**src/rtl/vector_to_hue_degrees_assert.svh**
```systemverilog
// assertion macros for the vector to hue block
// used by the top level; no other dependencies
`ifndef VECTOR_TO_HUE_DEGREES_ASSERT_SVH
`define VECTOR_TO_HUE_DEGREES_ASSERT_SVH

`ifndef SYNTHESIS
`define V2H_ASSERT_IMP(label, clk, rst_n, ante, cons) \
	label: assert property (@(posedge clk) disable iff (!rst_n) (ante) |-> (cons)) \
		else $error("v2h assertion failed");
`define V2H_ASSERT_NXT(label, clk, rst_n, ante, cons) \
	label: assert property (@(posedge clk) disable iff (!rst_n) (ante) |=> (cons)) \
		else $error("v2h assertion failed");
`else
`define V2H_ASSERT_IMP(label, clk, rst_n, ante, cons)
`define V2H_ASSERT_NXT(label, clk, rst_n, ante, cons)
`endif

`endif

```
**src/rtl/v2h_pkg.sv**
```systemverilog
// shared constants, types and the arctangent table of the vector to hue block
// no dependencies
package v2h_pkg;

	localparam int ITERATIONS  = 16;
	localparam int TABLE_LEN   = 24;
	localparam int NUM_CELLS   = (ITERATIONS > TABLE_LEN) ? TABLE_LEN : ITERATIONS;
	localparam int TBL_IDX_W   = $clog2(TABLE_LEN);
	localparam int GUARD_BITS  = 8;
	localparam int IN_W        = 16;
	localparam int OUT_W       = 16;
	localparam int XW          = 27;
	localparam int ZW          = 27;
	localparam int ATAN_W      = 22;
	localparam int OUT_SHIFT   = 9;
	localparam int RES_W       = ZW - OUT_SHIFT;

	localparam logic signed [ZW-1:0] DEG_HALF_TURN = ZW'(180 * 65536);
	localparam logic signed [ZW-1:0] DEG_FULL_TURN = ZW'(360 * 65536);
	localparam logic [ZW-1:0]        ROUND_HALF    = ZW'(256);
	localparam logic [OUT_W-1:0]     OUT_FULL_TURN = OUT_W'(46080);

	// atan(2^-i) in degrees, 16 fractional bits
	localparam logic [ATAN_W-1:0] ATAN_TBL [TABLE_LEN] = '{
		22'd2949120, 22'd1740967, 22'd919879, 22'd466945,
		22'd234379,  22'd117304,  22'd58666,  22'd29335,
		22'd14668,   22'd7334,    22'd3667,   22'd1833,
		22'd917,     22'd458,     22'd229,    22'd115,
		22'd57,      22'd29,      22'd14,     22'd7,
		22'd4,       22'd2,       22'd1,      22'd0
	};

	typedef struct packed {
		logic                 zero;
		logic signed [XW-1:0] x;
		logic signed [XW-1:0] y;
		logic signed [ZW-1:0] z;
	} v2h_rot_t;

endpackage

```
**src/rtl/v2h_if.sv**
```systemverilog
// channel interfaces: vector input and hue output
// depends on v2h_pkg
interface v2h_vec_if
	import v2h_pkg::*;
	();
	logic                   valid;
	logic                   ready;
	logic signed [IN_W-1:0] x_in;
	logic signed [IN_W-1:0] y_in;

	modport source (output valid, x_in, y_in, input ready);
	modport sink (input valid, x_in, y_in, output ready);
endinterface

interface v2h_hue_if
	import v2h_pkg::*;
	();
	logic             valid;
	logic             ready;
	logic [OUT_W-1:0] hue_deg;

	modport source (output valid, hue_deg, input ready);
	modport sink (input valid, hue_deg, output ready);
endinterface

```
**src/rtl/vector_to_hue_degrees.sv**
```systemverilog
// top level of the vector to hue block: fold stage, chain of cordic cells, output stage
// depends on v2h_pkg, v2h_if, v2h_fold, v2h_cell, v2h_wrap and the assertion macros
//
// usage:
//   vec carries one signed vector (x_in, y_in) per transfer, 14 fractional bits each.
//   hue carries one hue_deg per vector: degrees times 128 in 0..46079, in input order.
//   a zero vector gives 0; an angle that rounds to a full turn gives 0.
// path: the input transfer loads the fold register, then each micro-rotation cell
//   register in turn and then the output register, which drives hue.valid.
// throughput: one vector per cycle unless stalled; each cell is a pipeline stage.
// stalls: each stage takes new data when it is empty or its successor moves, so
//   while hue.ready is low the chain keeps filling its empty stages and vec.ready
//   drops only once every stage holds a vector. the output register holds its
//   value until the transfer completes.
// reset: arst_n low clears every valid flag at once; the data registers are not
//   reset. the block accepts vectors in the first cycle after reset is released.
`include "vector_to_hue_degrees_assert.svh"

module vector_to_hue_degrees
	import v2h_pkg::*;
(
	input logic        clk,
	input logic        arst_n,
	v2h_vec_if.sink    vec,
	v2h_hue_if.source  hue
);

	logic     chain_valid [NUM_CELLS+1];
	logic     chain_ready [NUM_CELLS+1];
	v2h_rot_t chain_rot   [NUM_CELLS+1];

	v2h_fold u_fold (
		.clk      (clk),
		.arst_n   (arst_n),
		.up_valid (vec.valid),
		.up_ready (vec.ready),
		.x_in     (vec.x_in),
		.y_in     (vec.y_in),
		.dn_valid (chain_valid[0]),
		.dn_ready (chain_ready[0]),
		.dn_rot   (chain_rot[0])
	);

	for (genvar i = 0; i < NUM_CELLS; i++) begin : g_cell
		v2h_cell u_cell (
			.clk       (clk),
			.arst_n    (arst_n),
			.stage_idx (TBL_IDX_W'(i)),
			.up_valid  (chain_valid[i]),
			.up_ready  (chain_ready[i]),
			.up_rot    (chain_rot[i]),
			.dn_valid  (chain_valid[i+1]),
			.dn_ready  (chain_ready[i+1]),
			.dn_rot    (chain_rot[i+1])
		);
	end

	v2h_wrap u_wrap (
		.clk      (clk),
		.arst_n   (arst_n),
		.up_valid (chain_valid[NUM_CELLS]),
		.up_ready (chain_ready[NUM_CELLS]),
		.up_rot   (chain_rot[NUM_CELLS]),
		.dn_valid (hue.valid),
		.dn_ready (hue.ready),
		.hue_deg  (hue.hue_deg)
	);

	`V2H_ASSERT_IMP(a_hue_range, clk, arst_n, hue.valid, hue.hue_deg < OUT_FULL_TURN)
	`V2H_ASSERT_IMP(a_ready_chain, clk, arst_n, hue.ready, vec.ready)
	`V2H_ASSERT_IMP(a_stall_needs_output, clk, arst_n, !vec.ready, hue.valid)
	`V2H_ASSERT_NXT(a_fold_filled, clk, arst_n, vec.valid && vec.ready, chain_valid[0])

endmodule

```
**src/rtl/v2h_fold.sv**
```systemverilog
// entry stage: widens the vector and folds it into the right half plane
// depends on v2h_pkg
module v2h_fold
	import v2h_pkg::*;
(
	input  logic                   clk,
	input  logic                   arst_n,
	input  logic                   up_valid,
	output logic                   up_ready,
	input  logic signed [IN_W-1:0] x_in,
	input  logic signed [IN_W-1:0] y_in,
	output logic                   dn_valid,
	input  logic                   dn_ready,
	output v2h_rot_t               dn_rot
);

	logic                 valid_s1;
	v2h_rot_t             rot_s1;
	v2h_rot_t             rot_d;
	logic signed [XW-1:0] xs;
	logic signed [XW-1:0] ys;

	assign up_ready = !valid_s1 || dn_ready;

	always_comb begin
		xs = XW'(x_in) <<< GUARD_BITS;
		ys = XW'(y_in) <<< GUARD_BITS;
		rot_d.zero = (x_in == '0) && (y_in == '0);
		if (x_in[IN_W-1]) begin
			rot_d.x = -xs;
			rot_d.y = -ys;
			rot_d.z = DEG_HALF_TURN;
		end else begin
			rot_d.x = xs;
			rot_d.y = ys;
			rot_d.z = '0;
		end
	end

	always_ff @(posedge clk or negedge arst_n) begin
		if (!arst_n) begin
			valid_s1 <= 1'b0;
		end else if (up_ready) begin
			valid_s1 <= up_valid;
		end
	end

	always_ff @(posedge clk) begin
		if (up_ready && up_valid) begin
			rot_s1 <= rot_d;
		end
	end

	assign dn_valid = valid_s1;
	assign dn_rot   = rot_s1;

endmodule

```
**src/rtl/v2h_cell.sv**
```systemverilog
// one cordic vectoring micro-rotation with its own pipeline register
// depends on v2h_pkg
module v2h_cell
	import v2h_pkg::*;
(
	input  logic                 clk,
	input  logic                 arst_n,
	input  logic [TBL_IDX_W-1:0] stage_idx,
	input  logic                 up_valid,
	output logic                 up_ready,
	input  v2h_rot_t             up_rot,
	output logic                 dn_valid,
	input  logic                 dn_ready,
	output v2h_rot_t             dn_rot
);

	logic                 valid_q;
	v2h_rot_t             rot_q;
	v2h_rot_t             rot_d;
	logic signed [XW-1:0] dx;
	logic signed [XW-1:0] dy;
	logic signed [ZW-1:0] ang;

	assign up_ready = !valid_q || dn_ready;

	always_comb begin
		dx  = up_rot.y >>> stage_idx;
		dy  = up_rot.x >>> stage_idx;
		ang = signed'({{(ZW-ATAN_W){1'b0}}, ATAN_TBL[stage_idx]});
		rot_d.zero = up_rot.zero;
		if (!up_rot.y[XW-1]) begin
			rot_d.x = up_rot.x + dx;
			rot_d.y = up_rot.y - dy;
			rot_d.z = up_rot.z + ang;
		end else begin
			rot_d.x = up_rot.x - dx;
			rot_d.y = up_rot.y + dy;
			rot_d.z = up_rot.z - ang;
		end
	end

	always_ff @(posedge clk or negedge arst_n) begin
		if (!arst_n) begin
			valid_q <= 1'b0;
		end else if (up_ready) begin
			valid_q <= up_valid;
		end
	end

	always_ff @(posedge clk) begin
		if (up_ready && up_valid) begin
			rot_q <= rot_d;
		end
	end

	assign dn_valid = valid_q;
	assign dn_rot   = rot_q;

endmodule

```
**src/rtl/v2h_wrap.sv**
```systemverilog
// output stage: wraps the angle into one turn and rounds it to hue degrees
// depends on v2h_pkg
module v2h_wrap
	import v2h_pkg::*;
(
	input  logic             clk,
	input  logic             arst_n,
	input  logic             up_valid,
	output logic             up_ready,
	input  v2h_rot_t         up_rot,
	output logic             dn_valid,
	input  logic             dn_ready,
	output logic [OUT_W-1:0] hue_deg
);

	logic                 valid_q;
	logic [OUT_W-1:0]     hue_q;
	logic signed [ZW-1:0] zw;
	logic [ZW-1:0]        zr;
	logic [RES_W-1:0]     res;
	logic [RES_W-1:0]     res_w;
	logic [OUT_W-1:0]     hue_d;

	assign up_ready = !valid_q || dn_ready;

	always_comb begin
		zw    = up_rot.z[ZW-1] ? (up_rot.z + DEG_FULL_TURN) : up_rot.z;
		zr    = unsigned'(zw) + ROUND_HALF;
		res   = zr[ZW-1:OUT_SHIFT];
		res_w = (res >= RES_W'(OUT_FULL_TURN)) ? (res - RES_W'(OUT_FULL_TURN)) : res;
		hue_d = up_rot.zero ? '0 : res_w[OUT_W-1:0];
	end

	always_ff @(posedge clk or negedge arst_n) begin
		if (!arst_n) begin
			valid_q <= 1'b0;
		end else if (up_ready) begin
			valid_q <= up_valid;
		end
	end

	always_ff @(posedge clk) begin
		if (up_ready && up_valid) begin
			hue_q <= hue_d;
		end
	end

	assign dn_valid = valid_q;
	assign hue_deg  = hue_q;

endmodule
```
**src/flat_wrapper.sv**
```systemverilog
// flat-port wrapper written by rule: the top's interface ports become plain ports
module vector_to_hue_degrees_flat import v2h_pkg::*;
  (clk, arst_n, vec_valid, vec_x_in, vec_y_in, vec_ready, hue_valid, hue_hue_deg, hue_ready);
  v2h_vec_if vec_i ();
  v2h_hue_if hue_i ();
  input logic clk;
  input logic arst_n;
  input wire logic [$bits(vec_i.valid)-1:0] vec_valid;
  input wire logic [$bits(vec_i.x_in)-1:0] vec_x_in;
  input wire logic [$bits(vec_i.y_in)-1:0] vec_y_in;
  output wire logic [$bits(vec_i.ready)-1:0] vec_ready;
  output wire logic [$bits(hue_i.valid)-1:0] hue_valid;
  output wire logic [$bits(hue_i.hue_deg)-1:0] hue_hue_deg;
  input wire logic [$bits(hue_i.ready)-1:0] hue_ready;
  assign vec_i.valid = vec_valid;
  assign vec_i.x_in = vec_x_in;
  assign vec_i.y_in = vec_y_in;
  assign vec_ready = vec_i.ready;
  assign hue_valid = hue_i.valid;
  assign hue_hue_deg = hue_i.hue_deg;
  assign hue_i.ready = hue_ready;
  vector_to_hue_degrees u_core (.clk(clk), .arst_n(arst_n), .vec(vec_i), .hue(hue_i));
endmodule
```
**config.mk**
```make
export PLATFORM = sky130hd
export DESIGN_NAME = vector_to_hue_degrees_flat
export DESIGN_NICKNAME = d
export VERILOG_FILES = /design/src/rtl/v2h_pkg.sv /design/src/rtl/v2h_if.sv /design/src/rtl/vector_to_hue_degrees.sv /design/src/rtl/v2h_fold.sv /design/src/rtl/v2h_cell.sv /design/src/rtl/v2h_wrap.sv /design/src/flat_wrapper.sv
export VERILOG_INCLUDE_DIRS = /design/src /design/src/rtl
export SDC_FILE = /design/constraint.sdc
export NUM_CORES = 2
export LEC_CHECK = 0
export BUFFER_PORTS_ARGS = -buffer_cell sky130_fd_sc_hd__buf_2
export CAP_MARGIN = 20
export CORE_MARGIN = 3
export CORE_UTILIZATION = 30
export CTS_BUF_LIST = sky130_fd_sc_hd__clkbuf_4 sky130_fd_sc_hd__clkbuf_8 sky130_fd_sc_hd__clkbuf_16
export DETAILED_ROUTE_END_ITERATION = 12
export PLACE_DENSITY_LB_ADDON = 0.05
export SYNTH_ARGS = -nofsm -noshare
export SYNTH_HDL_FRONTEND = slang
export SYNTH_SLANG_ARGS = --single-unit
export TNS_END_PERCENT = 100
```
**constraint.sdc**
```tcl
create_clock -name clk -period 6.95 [get_ports clk]
set_input_delay 0.695 -clock clk [delete_from_list [all_inputs] [get_ports clk]]
set_output_delay 0.695 -clock clk [all_outputs]
set_load 0.01 [all_outputs]
```
# Word-level counts from Yosys, hierarchy flattened
# Cells that the tools add are included.
[op_classes] order_cmp=1 addsub=96 mux=19 n_reduce_logical=57
[ops] op="$mux W81" n=15
[ops] op="$mux W77" n=1
[ops] op="$add A27 B13 Y27" n=2
[ops] op="$add A27 B14 Y27" n=2
[ops] op="$add A27 B15 Y27" n=2
[ops] op="$add A27 B16 Y27" n=2
[ops] op="$add A27 B17 Y27" n=2
[ops] op="$add A27 B18 Y27" n=2
[ops] op="$add A27 B19 Y27" n=2
[ops] op="$add A27 B20 Y27" n=2
[ops] op="$add A27 B21 Y27" n=2
[ops] op="$add A27 B22 Y27" n=2
[ops] op="$add A27 B23 Y27" n=2
[ops] op="$add A27 B24 Y27" n=2
[ops] op="$add A27 B25 Y27" n=2
[ops] op="$add A27 B26 Y27" n=2
[ops] op="$add A27 B9 Y27 const B" n=2
[ops] op="$mux W27" n=2
[ops] op="$neg A24 Y27" n=2
[ops] op="$sub A27 B13 Y27" n=2
[ops] op="$sub A27 B14 Y27" n=2
[ops] op="$sub A27 B15 Y27" n=2
[ops] op="$sub A27 B16 Y27" n=2
[ops] op="$sub A27 B17 Y27" n=2
[ops] op="other kinds (50)" n=113
[word_totals] input_bits=36 regBits=1347

# Logic depth before layout (Yosys ltp)
[depth] word_depth=20 depth_mapped=20 mapped_depth_nobuf=19

# Cells and area by module
# From an unflattened synthesis, not the netlist that was laid out.
[hier_totals] cells_unflattened=21835 hier_area_um2=196026.8
[modules_own_cells] mod="v2h_cell (u_core.g_cell[10].u_cell ...)" seq_area_each_um2=2487.4 area_per_inst_um2=12122.9 instances=6 cells_each=1369
[modules_own_cells] mod="v2h_cell (u_core.g_cell[5].u_cell ...)" seq_area_each_um2=2487.4 area_per_inst_um2=11951.5 instances=2 cells_each=1344
[modules_own_cells] mod="v2h_cell (u_core.g_cell[9].u_cell)" seq_area_each_um2=2487.4 area_per_inst_um2=12315.6 instances=1 cells_each=1362
[modules_own_cells] mod="v2h_cell (u_core.g_cell[11].u_cell)" seq_area_each_um2=2487.4 area_per_inst_um2=12046.6 instances=1 cells_each=1337
[modules_own_cells] mod="v2h_cell (u_core.g_cell[0].u_cell)" seq_area_each_um2=2487.4 area_per_inst_um2=12004.0 instances=1 cells_each=1374
[modules_own_cells] mod="v2h_cell (u_core.g_cell[7].u_cell)" seq_area_each_um2=2487.4 area_per_inst_um2=11876.4 instances=1 cells_each=1302
[modules_own_cells] mod="v2h_cell (u_core.g_cell[4].u_cell)" seq_area_each_um2=2487.4 area_per_inst_um2=11866.4 instances=1 cells_each=1291
[modules_own_cells] mod="v2h_cell (u_core.g_cell[12].u_cell)" seq_area_each_um2=2487.4 area_per_inst_um2=11856.4 instances=1 cells_each=1317
[modules_own_cells] mod="v2h_cell (u_core.g_cell[13].u_cell)" seq_area_each_um2=2487.4 area_per_inst_um2=11791.3 instances=1 cells_each=1299
[modules_own_cells] mod="v2h_cell (u_core.g_cell[8].u_cell)" seq_area_each_um2=2487.4 area_per_inst_um2=11644.9 instances=1 cells_each=1276
[modules_own_cells] mod="v2h_fold" seq_area_each_um2=1226.2 area_per_inst_um2=2240.9 instances=1 cells_each=187
[modules_own_cells] mod="v2h_wrap" seq_area_each_um2=505.5 area_per_inst_um2=1736.7 instances=1 cells_each=186
[modules_own_cells] mod="vector_to_hue_degrees" seq_area_each_um2=0.0 area_per_inst_um2=7.5 instances=1 cells_each=2

# Worst setup path after synthesis
# OpenSTA, ideal clock, no wires.
[synth_timing] path_type="input to register" start="input port hue_ready" end="register u_core.g_cell[8].u_cell.rot_q, in the netlist u_core.g_cell[8].u_cell.dn_rot[10] (enable)" n_path_buf=0 cell_stages=6 setup_slack_ps=-894 arrival_ps=7199 t_required_ps=6306 cell_sequence="nor2b_1 nand3_1 nor2_1 and2_1 and3_1 a21boi_0"
[synth_via] elab_chain_len=10
[synth_rtl] element="from (decl)" line="flat_wrapper.sv:14" rtl="input wire logic [$bits(hue_i.ready)-1:0] hue_ready;"
[synth_rtl] element="$logic_or A1 B1 Y1" line="v2h_wrap.sv:24" rtl="assign up_ready = !valid_q || dn_ready;"
[synth_rtl] element="$logic_or A1 B1 Y1 (8 in a row)" line="v2h_cell.sv:24" rtl="assign up_ready = !valid_q || dn_ready;"
[synth_rtl] element="$logic_and A1 B1 Y1" line="v2h_cell.sv:51" rtl="if (up_ready && up_valid) begin"
[synth_rtl] element="to (signal assigned)" line="v2h_cell.sv:52" rtl="rot_q <= rot_d;"
[synth_rtl] element="to (decl)" line="v2h_cell.sv:18" rtl="v2h_rot_t rot_q;"
# No other way between the ends.
# A chain may end at the register's enable or synchronous reset.

==> out/metrics.yaml <==
sta:
  slew_violations: 0
  tightest_slew_ps: 1058
  relSlewSlack: 0.2886
  rsz0062_at_grt: "false"
  setup_tns_ps: 0
  min_period_ps: 5116
  finalSetupViolCount: 0
  hold_slack_ps: 102.6
  skew_ps: 46.24
  hold_viol: 0
  timing.final.crit_share: 0.7361
  fmax_mhz: 195.5
critical_path:
  max_stage_delay_ps: 710
  worstRegToRegCells: 16
  cp_num_buf_inv: 0
  cp_max_fo: 6
  cp_data_arrival_time_ps: 5690
  cp_slowest_cell: "nor4_1"
  rrSetupSlack_ps: 1830
  critPathRequiredTime_ps: 7520
  crit_path_start_kind: "register"
  r2r-end: "u_core.g_cell[7].u_cell.dn_rot[52]$_DFFE_PP_"
  critPathKind: "reg2reg"
  r2r_start: "u_core.g_cell[6].u_cell.dn_rot[65]$_DFFE_PP_"
  cp-end-kind: "register"
  path_cells: "nor3_1 > nand2_1 > nor4_1 > nand3b_1 > nor4_1 > nor2_1 > xnor2_1 > ha_1 > a2111oi_0 > o21ai_0 > o21a_1 > and3_1 > or4b_1 > a31o_1 > a21oi_2 > xnor2_1"
  path_delay_family: "simple AND/OR/NAND/NOR gates"
grt:
  antenna_found_initial: 12
  grt_pass1_wl_um: 423400
  grt_max_degree: 71
  grt_usage: 0.1677
  grt_pass1_vias: 70480
  overflow: 0
route:
  via_per_inst: 5.100
  route.detailed.drc: 0
  dr_total_vias: 71850
  drtIter0Drc: 4526
  postRouteAntennaNets: 0
  wl_um: 277900
  routedWlPerCell_um: 19.73
  drtPass1Iterations: 6
yosys:
  synth_common_cells: "1143 x edfxtp_1, 1100 x ha_1, 1003 x a21oi_1"
  yosys_most_used_dff: "edfxtp_1"
  ys_seq_area_frac: 0.3698
  synth.cell_area_um2: 94030
  synthMostInstantiatedCell: "edfxtp_1"
  post_synth_num_cell_types: 97
  yosysTopAreaCell: "edfxtp_1"
  yosys-top-cells-area: "edfxtp_1 37%, ha_1 15%, xnor2_1 8.8%"
  syn-mean-instance-area_um2: 9.690
  ys_ff_latch: 1161
  synth_top_cell_area_share: 0.3650
  synth-edff-count: 1143
  synthArstFlopShare: 0.01550
  syn_inst: 9703
  synth-warning-count: 0
cts:
  ctsResizeCount: 0
  cts_tree: "built"
  post-cts-setup-buffers: 0
  cts_inserted_buffers: 159
  clock-sinks: 1161
  h-tree-depth: 4
  clock_latency_ps: 840
  ctsRootBufferMaster: "clkbuf_16"
  clock_path_buffers: 4
  clkTransAtPathRegs_ps: 60
floorplan:
  core_area_um2: 310400
  die_height_um: 565.8
  initial_utilization: 0.3029
  rows: 204
  pin_count: 54
  fp.dieW_um: 565.8
  fp.dieArea_um2: 320200
layout:
  final_layout_size_suffix_gt1_frac: 0.05107
  fillers: 31750
  final_util: 0.3374
  final_nets: 11010
  areaGrowthSynthToFinish_pct: 11.36
status:
  outcome: "finished, final reports clean"
place:
  numPortBuffers: 53
  dp_hpwl_um: 222100
  gp_congestion: 0.8454
min_path:
  min_to: "u_core.u_fold.dn_rot[62]$_DFFE_PP_"
  hold_class: "in2reg"
  worstHoldStart: "vec_x_in[0]"
  min_path_cells: 1
job:
  maxCapViolCount: 0
==> registers in the layout, indices dropped and copies added (netlist names) <==
register / count
u_core.g_cell.u_cell.dn_rot: 1087
u_core.u_fold.dn_rot: 40
u_core.g_cell.u_cell.dn_valid: 16
u_core.u_wrap.hue_deg: 16
u_core.u_fold.dn_valid: 1
u_core.u_wrap.dn_valid: 1
==> routing by layer <==
metal / track usage / wire, µm
met1: 0.2272 / 130900
met2: 0.2846 / 131500
met3: 0.02008 / 9353
met4: 0.03828 / 6170
met5: 0 / 7
==> worst max path at each step <==
stage	from	endpoint	slack [ps]	cells after the start
6_report	u_core.g_cell[6].u_cell.dn_rot[65]$_DFFE_PP_	u_core.g_cell[7].u_cell.dn_rot[52]$_DFFE_PP_	1830	16
5_1_grt	u_core.g_cell[6].u_cell.dn_rot[65]$_DFFE_PP_	u_core.g_cell[7].u_cell.dn_rot[52]$_DFFE_PP_	1360	16
4_1_cts	u_core.g_cell[6].u_cell.dn_rot[65]$_DFFE_PP_	u_core.g_cell[7].u_cell.dn_rot[52]$_DFFE_PP_	1890	16
3_5_place_dp	u_core.g_cell[6].u_cell.dn_rot[65]$_DFFE_PP_	u_core.g_cell[7].u_cell.dn_rot[52]$_DFFE_PP_	1940	16
3_3_place_gp	u_core.g_cell[6].u_cell.dn_rot[65]$_DFFE_PP_	u_core.g_cell[7].u_cell.dn_rot[53]$_DFFE_PP_	1890	16
2_1_floorplan	hue_ready	u_core.g_cell[8].u_cell.dn_rot[10]$_DFFE_PP_	1250	6
==> repair_timing <==
action                                  4_1_cts  5_1_grt
endpoints found under the hold margin        19        0
hold buffers                                  2        0
endpoints found under the setup margin        0        0
==> cells in the final DEF (no fill, tap or decap), types with 33 or more instances in the layout <==
cell type	count
or3_1	63
xnor2_1	945
inv_1	446
nand2_1	492
nor2_1	961
fa_1	33
a211oi_1	82
nand2b_1	151
o211ai_1	40
xor2_1	428
nand3_1	167
ha_1	1100
clkbuf_16	164
and3_1	83
or2_2	40
buf_4	50
and2_1	52
a21o_1	342
buf_2	53
o21ai_0	427
nor2b_1	151
o21bai_1	128
a31oi_1	114
nor3_1	265
o21a_1	183
nand4_1	50
a211o_1	39
o31ai_1	38
edfxtp_1	1143
a21oi_1	1002
nor4_1	70
==> per-stage QoR <==
stage               area (µm²)  cells  setup slack [ps]
finish                  104700  14090              1834
detailed placement       99430  13800              1940
global route            104700  14090              1357
global placement         99410  13800              1886
floorplan                94030   9705              1248
CTS                     104700  14080              1888
==> layout make-up <==
cell class	instances	area [µm²]	share of cell area
multi-input combinational	7964	57160	0.5459
sequential	1161	34770	0.3321
tap	4120	5155	0.04923
clock buffer	193	4328	0.04133
inverter	449	1685	0.01610
clock inverter	90	888.4	0.008484
timing repair buffer	109	710.7	0.006787
antenna	1	2.502	0.00002390
==> cell families (layout without fill, tap and decap cells) <==
kind of cell	after synthesis	in the layout	share of synthesized area
AOI/OAI and AO/OA	2717	2717	0.1828
xor gates and xnor gates	1373	1373	0.1279
adders and majority gates	1133	1133	0.1534
buffers and inverters	580	841	0.02326
DFF	1161	1161	0.3698
muxes	54	54	0.006134
other	1	4	0.00003988
and+or+nand+nor	2684	2684	0.1367
Power is not shown: default switching activity piles up to over one toggle a cycle in this logic, so the estimate is an artifact.
